===== src/sv/rsi_pkg.sv =====
// Package for the ray/sphere intersection block.
// Holds the multiplier limb width and the configuration register indexes.
package rsi_pkg;

   localparam int LIMB_WIDTH = 32;
   localparam int CSR_INDEX_WIDTH = 2;

   typedef enum logic [CSR_INDEX_WIDTH-1:0] {
      CSR_CENTER_X  = 2'd0,
      CSR_CENTER_Y  = 2'd1,
      CSR_CENTER_Z  = 2'd2,
      CSR_RADIUS_SQ = 2'd3
   } csr_index_type;

endpackage


===== src/sv/rsi_mul.sv =====
// Pipelined signed multiplier built from limb partial products.
// Uses rsi_pkg for the limb width.
module rsi_mul #(
   parameter int A_WIDTH = 32,
   parameter int B_WIDTH = 32
) (
   input  logic                              clock,
   input  logic signed [A_WIDTH-1:0]         a,
   input  logic signed [B_WIDTH-1:0]         b,
   output logic signed [A_WIDTH+B_WIDTH-1:0] product
);

   localparam int L  = rsi_pkg::LIMB_WIDTH;
   localparam int NA = (A_WIDTH + L - 1) / L;
   localparam int NB = (B_WIDTH + L - 1) / L;
   localparam int P  = A_WIDTH + B_WIDTH;
   localparam int SW = (NA + NB) * L;

   logic [A_WIDTH-1:0]  a_abs;
   logic [B_WIDTH-1:0]  b_abs;
   logic [NA*L-1:0]     amag_ff;
   logic [NB*L-1:0]     bmag_ff;
   logic                neg1_ff, neg2_ff, neg3_ff;
   logic [2*L-1:0]      pp_in [0:NA*NB-1];
   logic [2*L-1:0]      pp_ff [0:NA*NB-1];
   logic [SW-1:0]       acc;
   logic [P-1:0]        sum_ff;
   logic signed [P-1:0] product_in, product_ff;

   always_comb begin
      a_abs = a[A_WIDTH-1] ? A_WIDTH'(-a) : A_WIDTH'(a);
      b_abs = b[B_WIDTH-1] ? B_WIDTH'(-b) : B_WIDTH'(b);
   end

   always_comb begin
      for (int i = 0; i < NA; i++) begin
         for (int j = 0; j < NB; j++) begin
            pp_in[i*NB+j] = amag_ff[i*L +: L] * bmag_ff[j*L +: L];
         end
      end
   end

   always_comb begin
      acc = '0;
      for (int i = 0; i < NA; i++) begin
         for (int j = 0; j < NB; j++) begin
            acc = acc + (SW'(pp_ff[i*NB+j]) << (L * (i + j)));
         end
      end
   end

   always_comb begin
      product_in = neg3_ff ? -$signed(sum_ff) : $signed(sum_ff);
   end

   always_ff @(posedge clock) begin
      amag_ff    <= (NA*L)'(a_abs);
      bmag_ff    <= (NB*L)'(b_abs);
      neg1_ff    <= a[A_WIDTH-1] ^ b[B_WIDTH-1];
      pp_ff      <= pp_in;
      neg2_ff    <= neg1_ff;
      sum_ff     <= acc[P-1:0];
      neg3_ff    <= neg2_ff;
      product_ff <= product_in;
   end

   assign product = product_ff;

endmodule


===== config.mk =====
export PLATFORM = sky130hd
export DESIGN_NAME = rsi_mul
export DESIGN_NICKNAME = d
export VERILOG_FILES = /design/src/sv/rsi_pkg.sv /design/src/sv/rsi_mul.sv
export SDC_FILE = /design/constraint.sdc
export NUM_CORES = 2
export LEC_CHECK = 0
export BUFFER_PORTS_ARGS = -buffer_cell sky130_fd_sc_hd__buf_2
export CORE_MARGIN = 4
export CORE_UTILIZATION = 60
export DETAILED_ROUTE_END_ITERATION = 16
export PLACE_DENSITY = 0.77
export SYNTH_ARGS = -nofsm -noshare
export SYNTH_HDL_FRONTEND = slang
export SYNTH_SLANG_ARGS = --single-unit

===== constraint.sdc =====
create_clock -name clock -period 8 [get_ports clock]
set_input_delay 0.8 -clock clock [delete_from_list [all_inputs] [get_ports clock]]
set_output_delay 0.8 -clock clock [all_outputs]
set_load 0.02 [all_outputs]

* Word level (Yosys, flattened, before mapping)
Index checks and enable logic that the tools add are counted.
Word-level totals: input port bits 65, output and inout port bits 64, register bits 259, word-level logic and storage cells 18
Operators by class: mux-type cells 3, add/subtract/negate cells 3, bitwise gates (word level) 1, multipliers 1
Operators with widths (count):
- $mul 32x32->64 | 1
- $mux 64 | 1
- $neg 32->32 | 2
- $neg 64->64 | 1
- $mux 31 | 2
- $xor 1x1->1 | 1

* Longest topological paths before layout
depth in word-level cells 2, gate-level depth with buffers 27

* Worst setup path after synthesis
No wires, ideal clock.
kind register to register, start register bmag_ff[2], end register pp_ff[63] in the netlist's numbering, arrival time 7.092 ns, path buffers 1, cell stages (with the launch flop) 25, clock period less this slack 7.164 ns, path slack 0.836 ns, cell sequence dfxtp_1 -> clkbuf_1 -> and2_1 -> fa_1 -> inv_1 -> fa_1 -> fa_1 -> fa_1 -> inv_1 -> fa_1 -> inv_1 -> fa_1 -> inv_1 -> fa_1 -> fa_1 -> ha_1 -> a21oi_1 -> o21ai_0 -> a311oi_1 -> o21ai_0 -> a311o_1 -> a31o_2 -> a41o_1 -> a221oi_1 -> xnor2_1
RTL lines:
- from (decl) | line rsi_mul.sv:22 | logic [NB*L-1:0] bmag_ff;
- from (signal assigned) | line rsi_mul.sv:58 | bmag_ff <= (NB*L)'(b_abs);
- to (signal assigned) | line rsi_mul.sv:60 | pp_ff <= pp_in;
- to (decl) | line rsi_mul.sv:25 | logic [2*L-1:0] pp_ff [0:NA*NB-1];

==> out/metrics.cfg <==
[drt]
top_layer=met4
postRouteAntennaNets=0
drtIter0Drc=2005
drt_pass1_iterations=5
vias=29200
via_per_inst=5.54
met2_length_um=50400
drcViolationCount=0
wl_um=103000
met3_length_um=7390
avgRoutedWirePerCell_um=19.5
wl_met1_um=39600

[sta]
slew_violations=0
setup_tns_ps=0
fin_skew_ps=35.7
rsz0062_at_grt=false
fin_crit_sh=0.968
hold_viol=0
min_period_ps=7740
relSlewSlack=0.413
setup_violations=0
max_freq_ghz=0.129
worst_pin_slew_ps=881

[setup_path]
cp_max_fo=12
critPathKind=register to register
critPathCaptureType=register
worstPathRequired_ps=8430
critPathLaunchType=register
worstPathArrival_ps=8170

[die]
fp.dieArea_mm2=0.0727
die_w_um=270
core_area_mm2=0.0675
io_pins=129
die_h_um=270
row_count=95
initial_core_util=0.608

[finish]
syn2layout_area_growth_pct=7.05
layout-drive-gt1-share=0.0857
final_cell_mix=fa_1 (896), inv_1 (867), and2_1 (630)
fin_nets=5608
layout_commonest_cell=fa_1

[clocking]
cts_tree=built
cts_made_buffers=26
cts_hold_buf=0
cts_sinks=259
cts_setup_buffers=0
clock_path_buffers=3
cts_root_buf=clkbuf_16
h-tree-depth=1
clk_latency_ps=580
cts_resized=0
clkTransAtPathRegs_ps=60

[placed_design]
place.gp.congestion=0.936
place_hpwl_um=86300
port_buffers=128

[global_routing]
grt_pass1_vias=31400
grt_pass1_wl_um=167000
grt_util_all_layers=0.288
grt_max_degree=65
gr-total-overflow=0
antenna_found_initial=1

[logic_synthesis]
ys_seq_area_frac=0.126
synth_cell_types=61
syn_inst=4308
async_flop_share=0
syn_area_mm2=0.0411
avgSynthCellArea_um2=9.54
ys_ff_latch=259
synth_nets=5535
synth_edf_count=0
synth_flop_cell=dfxtp_1
synth_warnings=0

[run_status]
status=finished, final reports clean

[flow_run]
drv_cap=0

[worst_hold_path]
min_path_type=register to register

## flip-flops by register name, summed over array words and instances (netlist names)
signal / cells
neg1_ff: 1
sum_ff: 64
amag_ff: 32
bmag_ff: 32
neg2_ff: 1
product: 64
neg3_ff: 1
pp_ff: 64
## Yosys cell counts (all sizes together) (32+ instances only)
master  count  area share
fa        896        0.44
inv       867       0.079
and2      630       0.096
nand2     491       0.045
ha        266       0.081
dfxtp     259        0.13
clkbuf    220       0.020
xnor2     150       0.032
o21ai      81      0.0099
a21oi      71      0.0087
o31ai      40      0.0083
a21o       38      0.0069
nor2       37      0.0036
xor2       32      0.0068
## final timing paths
kind                       startpoint            endpoint  slack (ps)  depth (start not counted)
setup / recovery  bmag_ff[26]$_DFF_P_   pp_ff[62]$_DFF_P_         260                         22
hold / removal      pp_ff[36]$_DFF_P_  sum_ff[36]$_DFF_P_         320                          0
setup reg to reg  bmag_ff[26]$_DFF_P_   pp_ff[62]$_DFF_P_         260                         22
hold reg to reg     pp_ff[36]$_DFF_P_  sum_ff[36]$_DFF_P_         320                          0
## cell families (layout without fill, tap and decap cells)
logic type | Yosys count | in the layout | share of synthesized area
and+or+nand+nor | 1312 | 1312 | 0.169
adders and majority gates | 1162 | 1162 | 0.518
buffers and inverters | 1090 | 1182 | 0.100
AOI/OAI and AO/OA | 303 | 303 | 0.0479
DFF | 259 | 259 | 0.126
xor gates and xnor gates | 182 | 182 | 0.0388
other | 0 | 2 | 0
## worst max-delay path, cell delays in order, from the launching register on
cell       delay, ps
dfxtp_1          720
nand2_1          180
fa_1             570
inv_1             60
fa_1             560
fa_1             440
fa_1             460
fa_1             570
fa_1             450
fa_1             500
inv_1             50
fa_1             470
inv_1             50
ha_1             370
a21oi_1          220
o21ai_0          150
a311o_1          390
a221oi_1         430
a2111oi_1        170
buf_4            180
nor3_1           280
o21ai_0          170
xor2_1           160
## through the flow
step                worst slack (ps)  cells  hold slack [ps]  utilization  cell area [um^2]
finish                           260   5275              325        0.651             44000
CTS                             18.1   5273              324        0.651             43900
global placement                 102   5226              310        0.637             43000
detailed placement              54.1   5226              312        0.637             43000
global route                    4.78   5273              326        0.651             44000
floorplan                        836   4308              310            -             41100
## per-layer routing
metal | GRT usage | vias to the layer above
met1 | 0.369 | 14800
met5 | 0 | -
li1 | - | 12900
met2 | 0.485 | 1197
met4 | 0.125 | 0
met3 | 0.0488 | 289
## layout make-up
class	instances	area, um^2
repair buffers	268	1690
clock inverters	17	225
inverters	867	3250
multi-input cells	2959	31800
clock buffers	30	686
diodes	2	5.00
well taps	873	1090
fillers	5404	23500
flip-flops and latches	259	5220
Power is not shown: default switching activity piles up to over one toggle a cycle in this logic, so the estimate is an artifact.
