$ cat src/sv/rsi_sqrt.sv
// Pipelined digit-by-digit floor square root, one root bit per stage.
// Standalone.
module rsi_sqrt #(
   parameter int IN_WIDTH = 32
) (
   input  logic                  clock,
   input  logic [IN_WIDTH-1:0]   radicand,
   output logic [IN_WIDTH/2-1:0] root
);

   localparam int RW  = IN_WIDTH / 2;
   localparam int RMW = RW + 3;

   logic [RMW-1:0]      rem_ff  [0:RW-1];
   logic [RW-1:0]       root_ff [0:RW-1];
   logic [IN_WIDTH-1:0] dat_ff  [0:RW-1];

   for (genvar k = 0; k < RW; k++) begin : g_step
      logic [RMW-1:0]      rem_prev, cur, trial, rem_in;
      logic [RW-1:0]       root_prev, root_in;
      logic [IN_WIDTH-1:0] dat_prev;
      logic                ge;

      if (k == 0) begin : g_first
         assign rem_prev  = '0;
         assign root_prev = '0;
         assign dat_prev  = radicand;
      end else begin : g_next
         assign rem_prev  = rem_ff[k-1];
         assign root_prev = root_ff[k-1];
         assign dat_prev  = dat_ff[k-1];
      end

      always_comb begin
         cur     = {rem_prev[RMW-3:0], dat_prev[IN_WIDTH-1 -: 2]};
         trial   = RMW'({root_prev, 2'b01});
         ge      = cur >= trial;
         rem_in  = ge ? cur - trial : cur;
         root_in = {root_prev[RW-2:0], ge};
      end

      always_ff @(posedge clock) begin
         rem_ff[k]  <= rem_in;
         root_ff[k] <= root_in;
         dat_ff[k]  <= dat_prev << 2;
      end
   end

   assign root = root_ff[RW-1];

endmodule

$ cat config.mk
export PLATFORM = sky130hd
export DESIGN_NAME = rsi_sqrt
export DESIGN_NICKNAME = d
export VERILOG_FILES = /design/src/sv/rsi_sqrt.sv
export SDC_FILE = /design/constraint.sdc
export NUM_CORES = 1
export LEC_CHECK = 0
export BUFFER_PORTS_ARGS = -buffer_cell sky130_fd_sc_hd__buf_2
export CAP_MARGIN = 20
export CORE_AREA = 2 2 258 260
export DETAILED_ROUTE_END_ITERATION = 12
export DIE_AREA = 0 0 260 262
export PLACE_DENSITY_LB_ADDON = 0.25
export SLEW_MARGIN = 20
export SYNTH_ARGS = -nofsm -noshare
export SYNTH_HDL_FRONTEND = slang
export SYNTH_SLANG_ARGS = --single-unit
$ cat constraint.sdc
create_clock -name clock -period 4.84 [get_ports clock]
set_clock_uncertainty 0.05 [all_clocks]
set_input_delay 0.726 -clock clock [delete_from_list [all_inputs] [get_ports clock]]
set_output_delay 0.726 -clock clock [all_outputs]
set_load 0.005 [all_outputs]
# After elaboration in Yosys (flattened, before gate mapping)
# Memories as Yosys holds them, arrays and structs flattened.
# Index checks and enable logic that the tools add are counted.
dict set report op_classes {
  add_sub_neg 16
  magnitude_cmp 16
  mux 16
}
# cell n
set op_table {}
lappend op_table {{19-bit 2-to-1 mux} 16}
lappend op_table {{19-bit by 18-bit >= comparator with 1-bit output} 15}
lappend op_table {{19-bit by 18-bit subtractor with 19-bit output} 15}
lappend op_table {{2-bit by 1-bit subtractor with 3-bit output, second input constant} 1}
lappend op_table {{2-bit by 1-bit >= comparator with 1-bit output, second input constant} 1}
dict set report totals {
  ff_bits 0
  ramBits 1040
  word_cells 51
  n_memories 3
}
# name depth word_bits rd rd_clocked_by_memory_dff write_ports line_no
set mem_list {}
lappend mem_list {dat_ff 16 30 15 0 16 16} ;# logic [IN_WIDTH-1:0] dat_ff [0:RW-1];
lappend mem_list {rem_ff 16 19 15 0 16 14} ;# logic [RMW-1:0] rem_ff [0:RW-1];
lappend mem_list {root_ff 16 16 16 0 16 15} ;# logic [RW-1:0] root_ff [0:RW-1];

# Longest topological paths before layout
# Gate-level depths: netlist of run 1.
# An unclocked memory read counts as a cell.
dict set report depth {
  ltp_word 3
  ltp_mapped 11
  depth_no_buf 9
}

# Worst setup path after synthesis of run 1
# No wires, ideal clock.
dict set report synth_timing {
  path_kind {reg-to-reg}
  start {mem root_ff[1][38] (netlist bit)}
  end {mem rem_ff[1][65] (netlist bit)}
  setup_ps 121
  arrival_ps 2229
  slack_ps 2440
  path_stages_with_launch 11
  n_path_buf 2
  cell_sequence {dfxtp_1 inv_1 ha_1 clkbuf_1 a21oi_1 o21ai_0 a21oi_1 a31oi_1 nor2_1 buf_2 mux2_2}
}
# element line_no
set synth_rtl {}
lappend synth_rtl {{start, declared} 15}
lappend synth_rtl {{end, declared} 14}

==> impl_table.tex, run 1 <==
\begin{tabular}{lr}
\hline
Metric & Value \\
\hline
\multicolumn{2}{l}{\textbf{Min path}} \\
\quad Path type of the worst min-delay path & primary input to flop \\
\multicolumn{2}{l}{\textbf{Logic synthesis}} \\
\quad Avg Synthesized Cell Area & 10.36 µm² \\
\quad Yosys warnings & 0 \\
\quad Area share of the largest cell type after synthesis & 0.5411 \\
\quad Xor/xnor share of the synthesized area & 0.05909 \\
\quad Sequential element share of the synthesized area & 0.5411 \\
\quad Number of enable-type register cells in the synthesized netlist & 0 \\
\quad Share of synthesized area spent on multiplexers & 0.02312 \\
\quad Complex-gate fraction of the synthesized area & 0.1252 \\
\quad Commonest register cell after synthesis & sky130\_fd\_sc\_hd\_\_dfxtp\_1 \\
\quad Cell area after technology mapping & 22,680 µm² \\
\quad Arithmetic-cell share of the synthesized area counting full adders, half adders and majority gates & 0.08386 \\
\quad Top cells by area, synth & sky130\_fd\_sc\_hd\_\_dfxtp\_1 (54\%), sky130\_fd\_sc\_hd\_\_ha\_1 (8.4\%), sky130\_fd\_sc\_hd\_\_xnor2\_1 (3.4\%) \\
\quad Post-synthesis cell type count & between 80 and 90 \\
\quad Largest area contributor in the netlist & sky130\_fd\_sc\_hd\_\_dfxtp\_1 \\
\quad Combinational family with the most area after synthesis & simple AND/OR/NAND/NOR gates \\
\quad Ys async rst share & 0 \\
\quad Number of instances in the synthesized netlist & about 2,200 \\
\quad Register bit total from synthesis & 613 \\
\quad Post-Synth Simple-Gate Area & 0.1272 \\
\quad Number of nets in the synthesized netlist & around 2,400 \\
\multicolumn{2}{l}{\textbf{Setup path}} \\
\quad WP data required & 5.32 ns \\
\quad Setup crit end kind & flop \\
\quad Worst-path fanout max & 23 \\
\quad CP startpoint kind & flop \\
\quad Arrival time reported for the critical path endpoint & 3.49 ns \\
\quad Crit path kind & flop to flop \\
\multicolumn{2}{l}{\textbf{Floorplanning}} \\
\quad Std cell rows & 94 \\
\quad Die extent in y & between 200 and 300 µm \\
\quad Die X & 260 µm \\
\quad Die area & 68,120 µm² \\
\quad Starting utilization of the core area & 0.3474 \\
\quad Area of the placeable core & 65,280 µm² \\
\quad Number of placed I/O pins & 49 \\
\multicolumn{2}{l}{\textbf{Clocking}} \\
\quad Number of buffers created by CTS & 60 \\
\quad Cell at the root of the clock tree & sky130\_fd\_sc\_hd\_\_clkbuf\_16 \\
\quad CTS hold repair buffers & 0 \\
\quad Clock latency at the later pin of the worst-skew pair & 0.62 ns \\
\quad Maximum buffer depth of the clock tree & 3 \\
\quad CTS tree & built \\
\quad Clock transition at the register clock pins on the worst setup and hold paths after CTS & 0.06 ns \\
\quad Quantity of gates resized following cts & 0 \\
\quad Post-CTS setup-driven buffer insertion count & 0 \\
\quad Sinks on the clock net & 613 \\
\quad H-Tree Depth & 2 \\
\multicolumn{2}{l}{\textbf{STA}} \\
\quad Setup repair after global routing missed its margin & no \\
\quad Fmax achieved & 0.3327 GHz \\
\quad Sum of negative setup slack & 0 ns \\
\quad Slew Limit Headroom & 0.3410 \\
\quad Minimum period implied by the final worst setup slack & 3.005 ns \\
\quad Worst slew pin tran & slightly below 1 ns \\
\quad Total setup violations reported at the end of the flow & 0 \\
\quad Fin. Hold Viols & 0 \\
\quad Max-slew violation count & 0 \\
\quad Tcrit/Tclk final & 0.6209 \\
\quad Hold Worst Slack & 0.1526 ns \\
\multicolumn{2}{l}{\textbf{Global routing}} \\
\quad Gr ovfl total & 0 \\
\quad Vias in the first global route & 14,340 \\
\quad Antenna violations before repair & 1 \\
\quad Gr usage total & 0.1279 \\
\quad Largest net degree at the start of global routing & 29 \\
\quad Global-route wire length before repair & 71,610 µm \\
\multicolumn{2}{l}{\textbf{Detailed routing}} \\
\quad Number of iterations in the first detailed-routing pass & 5 \\
\quad DR DRC count & 0 \\
\quad Antenna viol nets, final & 0 \\
\quad Drt total wl & 44,120 µm \\
\quad Vias per inst & 4.784 \\
\quad Vias post-DR & 15,190 \\
\quad Average detailed-routed wire length per instance & 13.89 µm \\
\quad Drt first-iter violations & 889 \\
\multicolumn{2}{l}{\textbf{Power and ir drop}} \\
\quad Power, Total & about 14 mW \\
\quad Power Dens Cells & about 550 nW/µm² \\
\quad Worst-case vdd ir drop & 0.3074 mV \\
\quad Leakage power figure & $\sim$12 nW \\
\multicolumn{2}{l}{\textbf{Cells and area}} \\
\quad Fraction of layout cells with a size suffix above 1 & 0.09559 \\
\quad Total number of nets in the final design & 2,451 \\
\quad Count of filler cells inserted in the layout & approximately 6,300 \\
\quad Number of antenna repair diodes & 0 \\
\quad Combined area of the multi-input logic cells & 9500 µm² \\
\quad Sequential Area & about 12,000 µm² \\
\quad Post-synthesis to final-layout area growth & 14.24\% \\
\multicolumn{2}{l}{\textbf{Run status}} \\
\quad Run status & completed \\
\multicolumn{2}{l}{\textbf{Placed design}} \\
\quad HPWL after DPL & 33,200 µm \\
\quad Placer congestion estimate & 0.8505 \\
\quad Count of buffers from port buffering & 48 \\
\multicolumn{2}{l}{\textbf{Job}} \\
\quad Max-capacitance violation count & 0 \\
\hline
\end{tabular}
==> layer usage <==
metal	vias up	global-route usage	share of wire
li1	7749	-	-
met4	0	0.03720	0.021
met5	-	0	0
met2	289	0.2041	0.44
met1	7076	0.1746	0.49
met3	79	0.02633	0.049
==> metrics by stage <==
step	setup slack, ns	instances	cell area [µm²]	util
after detailed placement	1.871	3068	23850	0.3654
final	1.835	3176	25910	0.3969
after CTS	1.854	3176	25910	0.3969
after global routing	1.570	3176	25910	0.3969
after global placement	1.916	3068	23850	0.3654
after floorplan	2.440	2189	22680	-
==> critical path, cell delays in order (launching register included) <==
cell                        delay, ns
sky130_fd_sc_hd__dfxtp_1         0.32
sky130_fd_sc_hd__inv_1           0.04
sky130_fd_sc_hd__ha_1            0.44
sky130_fd_sc_hd__and3_1          0.23
sky130_fd_sc_hd__nand3_1         0.18
sky130_fd_sc_hd__or2_2           0.38
sky130_fd_sc_hd__o2111ai_2       0.81
sky130_fd_sc_hd__buf_4           0.29
sky130_fd_sc_hd__nor2_1          0.05
sky130_fd_sc_hd__a21oi_1         0.13
==> final timing paths <==
check                 startpoint             end  slack, ns  cells after the start
hold reg to reg    dat_ff[0][77]  dat_ff[0][109]       0.27                      0
hold / removal       radicand[2]    dat_ff[0][2]       0.15                      1
setup reg to reg  root_ff[1][74]  rem_ff[1][103]       1.83                      9
setup / recovery  root_ff[1][74]  rem_ff[1][103]       1.83                      9
==> sequential cells by signal, indices dropped and copies added, names as in the netlist <==
| name | flops |
|---|---|
| rem_ff | 237 |
| root_ff | 136 |
| dat_ff | 240 |
==> cell type report <==
cell class / instances / share of cell area
flip-flops and latches: 613 / 0.4737
multi-input cells: 1344 / 0.3667
clock buffers: 75 / 0.06244
well taps: 864 / 0.04173
inverters: 196 / 0.02840
clock inverters: 33 / 0.01695
repair buffers: 51 / 0.01014
==> kinds of logic (layout without fill, tap and decap cells) <==
group / after synthesis / count (layout)
mux: 47 / 47
simple gates: 558 / 558
compound gates: 433 / 433
flops: 613 / 613
fa+ha+maj: 152 / 152
other cells: 1 / 1
buf+inv: 232 / 355
xor+xnor: 153 / 153
==> synthesized netlist by cell type, drive strengths merged, types with 10 or more instances <==
library cell	n
o31ai	14
and3	17
or2	13
inv	196
nor3	58
buf	20
nand2	95
nand2b	22
o211ai	15
a211oi	16
a21oi	119
a31oi	10
nand3	46
xnor2	87
xor2	66
or4	21
ha	152
a21o	30
dfxtp	613
and2	13
o21a	34
or3	25
mux2	40
nand3b	10
nor2	151
nor4	22
o21ai	103
clkbuf	16
nand4	18
nor2b	21
==> placed cells by master (no fill, tap or decap), types with 15 or more instances in the layout <==
cell type                   Yosys  routed
sky130_fd_sc_hd__a21o_1        30      30
sky130_fd_sc_hd__a21oi_1      119     119
sky130_fd_sc_hd__and3_1        17      17
sky130_fd_sc_hd__buf_2         16      48
sky130_fd_sc_hd__clkbuf_16      0      60
sky130_fd_sc_hd__clkinv_2       0      15
sky130_fd_sc_hd__dfxtp_1      613     613
sky130_fd_sc_hd__ha_1         152     152
sky130_fd_sc_hd__inv_1        195     195
sky130_fd_sc_hd__mux2_2        39      39
sky130_fd_sc_hd__nand2_1       94      94
sky130_fd_sc_hd__nand2b_1      22      22
sky130_fd_sc_hd__nand3_1       46      46
sky130_fd_sc_hd__nand4_1       18      18
sky130_fd_sc_hd__nor2_1       151     151
sky130_fd_sc_hd__nor2b_1       21      21
sky130_fd_sc_hd__nor3_1        57      57
sky130_fd_sc_hd__nor4_1        22      22
sky130_fd_sc_hd__o211ai_1      15      15
sky130_fd_sc_hd__o21a_1        34      34
sky130_fd_sc_hd__o21ai_0      103     102
sky130_fd_sc_hd__or3_1         23      23
sky130_fd_sc_hd__or4_1         19      19
sky130_fd_sc_hd__xnor2_1       87      87
sky130_fd_sc_hd__xor2_1        66      66
==> power breakdown <==
| group | internal [mW] | switching [mW] |
|---|---|---|
| Sequential | 5.96 | 0.642 |
| Combinational | 1.35 | 1.56 |
| Clock | 2.85 | 1.92 |
No activity file was read; power rests on OpenSTA's default activity.
==> inputs of run 2 (changes only) <==
==> constraint.sdc (replaced) <==
create_clock -name clock -period 3.1 [get_ports clock]
set_clock_uncertainty 0.05 [all_clocks]
set_input_delay 0.465 -clock clock [delete_from_list [all_inputs] [get_ports clock]]
set_output_delay 0.465 -clock clock [all_outputs]
set_load 0.005 [all_outputs]
==> impl_table.tex, run 2 (synthesized netlist as in run 1, its figures left out) <==
\begin{tabular}{lr}
\hline
Metric & Value \\
\hline
\multicolumn{2}{l}{\textbf{Run status}} \\
\quad Run status & completed \\
\multicolumn{2}{l}{\textbf{Detailed routing}} \\
\quad Vias per inst & 4.731 \\
\quad Antenna viol nets, final & 0 \\
\quad Drt total wl & $\sim$45,000 µm \\
\quad DR DRC count & 0 \\
\quad Vias post-DR & 15,240 \\
\quad Average detailed-routed wire length per instance & 13.87 µm \\
\quad Drt first-iter violations & 877 \\
\quad Number of iterations in the first detailed-routing pass & 5 \\
\multicolumn{2}{l}{\textbf{STA}} \\
\quad Sum of negative setup slack & 0 ns \\
\quad Worst slew pin tran & around 0.82 ns \\
\quad Total setup violations reported at the end of the flow & 0 \\
\quad Fmax achieved & 0.3554 GHz \\
\quad Fin. Hold Viols & 0 \\
\quad Minimum period implied by the final worst setup slack & 2.814 ns \\
\quad Slew Limit Headroom & 0.4446 \\
\quad Max-slew violation count & 0 \\
\quad Tcrit/Tclk final & 0.9077 \\
\quad Setup repair after global routing missed its margin & no \\
\quad Setup slack of the critical path after layout & 0.2862 ns \\
\multicolumn{2}{l}{\textbf{Cells and area}} \\
\quad Regs by FF count & dat\_ff x240, rem\_ff x237, root\_ff x136 \\
\quad Post-layout utilization of the core & 0.4030 \\
\quad Top library cells by usage in the layout, fill and taps aside & sky130\_fd\_sc\_hd\_\_dfxtp\_1 (613), sky130\_fd\_sc\_hd\_\_inv\_1 (195), sky130\_fd\_sc\_hd\_\_ha\_1 (152), sky130\_fd\_sc\_hd\_\_nor2\_1 (151), sky130\_fd\_sc\_hd\_\_a21oi\_1 (119) \\
\quad Top register by number of flip-flops & dat\_ff \\
\quad Count of filler cells inserted in the layout & 6,311 \\
\quad Post-Layout Inst Area & between 20,000 and 30,000 µm² \\
\quad Fraction of layout cells with a size suffix above 1 & 0.1002 \\
\quad Flip-flop count of the largest register, all copies and words added & 240 \\
\quad Number of antenna repair diodes & 0 \\
\quad Total number of nets in the final design & roughly 2,500 \\
\quad Post-synthesis to final-layout area growth & 16.00\% \\
\quad Commonest non-fill, non-tap cell in the layout & sky130\_fd\_sc\_hd\_\_dfxtp\_1 \\
\multicolumn{2}{l}{\textbf{Setup path}} \\
\quad WP data required & about 3.6 ns \\
\quad CP startpoint kind & flop \\
\quad End of the critical path & rem\_ff[1][122] \\
\quad CP Launch Point & root\_ff[1][90] \\
\quad Startpoint of the lowest-slack register-to-register path & root\_ff[1][90] \\
\quad Number of cells on the worst reg-to-reg path & 8 \\
\quad Critical R2R Capture & rem\_ff[1][122] \\
\quad Setup slack on the worst flop-to-flop path & roughly 0.29 ns \\
\quad Worst-path fanout max & 16 \\
\quad Arrival time reported for the critical path endpoint & 3.27 ns \\
\quad Setup crit end kind & flop \\
\quad Crit path kind & flop to flop \\
\multicolumn{2}{l}{\textbf{Clocking}} \\
\quad Sinks on the clock net & 613 \\
\quad H-Tree Depth & 2 \\
\quad Number of buffers created by CTS & slightly below 60 \\
\quad Clock latency at the later pin of the worst-skew pair & 0.63 ns \\
\quad Maximum buffer depth of the clock tree & 3 \\
\quad Cell at the root of the clock tree & sky130\_fd\_sc\_hd\_\_clkbuf\_16 \\
\quad CTS hold repair buffers & 33 \\
\quad Post-CTS setup-driven buffer insertion count & 0 \\
\quad CTS tree & built \\
\quad Quantity of gates resized following cts & 0 \\
\quad Clock transition at the register clock pins on the worst setup and hold paths after CTS & 0.06 ns \\
\multicolumn{2}{l}{\textbf{Global routing}} \\
\quad Antenna violations before repair & 0 \\
\quad Largest net degree at the start of global routing & 23 \\
\quad Gr usage total & 0.1308 \\
\quad Gr ovfl total & 0 \\
\quad Global-route wire length before repair & 73,570 µm \\
\quad Vias in the first global route & 14,850 \\
\multicolumn{2}{l}{\textbf{Power and ir drop}} \\
\quad Power Dens Cells & 845.6 nW/µm² \\
\quad Pint & 15.77 mW \\
\quad Logic pwr share & 0.206 \\
\quad Worst-case vdd ir drop & roughly 0.48 mV \\
\quad Power, Total & roughly 22 mW \\
\quad Seq pwr share & 0.463 \\
\quad Clock network fraction of total power & 0.331 \\
\quad Leakage power figure & 12.12 nW \\
\quad Net switching power & $\sim$6.5 mW \\
\quad Switching fraction of total power & 0.2911 \\
\multicolumn{2}{l}{\textbf{Placed design}} \\
\quad Count of buffers from port buffering & 48 \\
\quad Pre-CTS setup slack & 0.3362 ns \\
\quad Placer congestion estimate & 0.8574 \\
\quad HPWL after DPL & approximately 33,000 µm \\
\quad Area of placed instances & roughly 24,000 µm² \\
\multicolumn{2}{l}{\textbf{Floorplanning}} \\
\quad Starting utilization of the core area & 0.3474 \\
\quad Area of the placeable core & 65,280 µm² \\
\quad Number of placed I/O pins & 49 \\
\quad Std cell rows & 94 \\
\quad Die area & between 60,000 and 70,000 µm² \\
\quad Die extent in y & 262 µm \\
\quad Die X & 260 µm \\
\multicolumn{2}{l}{\textbf{Min path}} \\
\quad Path type of the worst min-delay path & flop to flop \\
\quad Hold Path Origin & dat\_ff[1][57] \\
\multicolumn{2}{l}{\textbf{Job}} \\
\quad Max-capacitance violation count & 0 \\
\hline
\end{tabular}
run 2: cell count changes in the layout (fill, tap and decap cells not counted), sizes merged:
cell / change
buf: +10
bufinv: -3
clkbuf: +1
clkinvlp: +4
dlygate4sd3: +33
inv: -1
run 2: worst min-delay path by stage:
stage | to | slack [ns] | cells past startpoint
after detailed placement | dat_ff[0][114] | 0.26 | 0
after global placement | dat_ff[0][142] | 0.26 | 0
after global routing | dat_ff[1][26] | 0.28 | 0
after floorplan | dat_ff[0][100] | 0.26 | 0
after CTS | dat_ff[1][26] | 0.27 | 0
final | dat_ff[1][89] | 0.26 | 0
run 2: critical path, stage by stage, from the launching register on:
cell                      delay, ns
sky130_fd_sc_hd__dfxtp_1       0.33
sky130_fd_sc_hd__inv_1         0.05
sky130_fd_sc_hd__ha_1          0.46
sky130_fd_sc_hd__and4_1        0.31
sky130_fd_sc_hd__nand3_1       0.12
sky130_fd_sc_hd__o41ai_1       0.42
sky130_fd_sc_hd__a21oi_1       0.18
sky130_fd_sc_hd__nand2_2       0.40
sky130_fd_sc_hd__mux2_2        0.39
run 2: per-stage QoR:
step | hold WS (ns) | instances
5_1_grt | 0.2767 | 3220
3_5_place_dp | 0.2621 | 3078
6_report | 0.2641 | 3220
3_3_place_gp | 0.2595 | 3078
2_1_floorplan | 0.2596 | 2189
4_1_cts | 0.2695 | 3220
run 2: power groups by stage:
stage / registers (mW) / clock network (mW) / logic (mW)
after floorplan: 10.1 / 0 / 3.59
after global placement: 10.5 / 0 / 4.45
after detailed placement: 10.5 / 0 / 4.52
after CTS: 10.3 / 7.65 / 4.59
after global routing: 10.5 / 7.95 / 5.15
final: 10.3 / 7.36 / 4.59
run 2: area by class of cell:
| class | instances | area, µm² | area share |
|---|---|---|---|
| clock inverter | 33 | 380.4 | 0.01446 |
| clock buffer | 76 | 1672 | 0.06354 |
| tap | 864 | 1081 | 0.04109 |
| multi-input combinational | 1344 | 9500 | 0.3611 |
| sequential | 613 | 12270 | 0.4664 |
| inverter | 196 | 735.7 | 0.02796 |
| timing repair buffer | 94 | 668.1 | 0.02540 |
run 2: routing by layer:
metal,global-route usage,part of all wire
met1,0.1763,0.50
met2,0.2110,0.44
met3,0.02267,0.037
met4,0.04582,0.026
met5,0,0
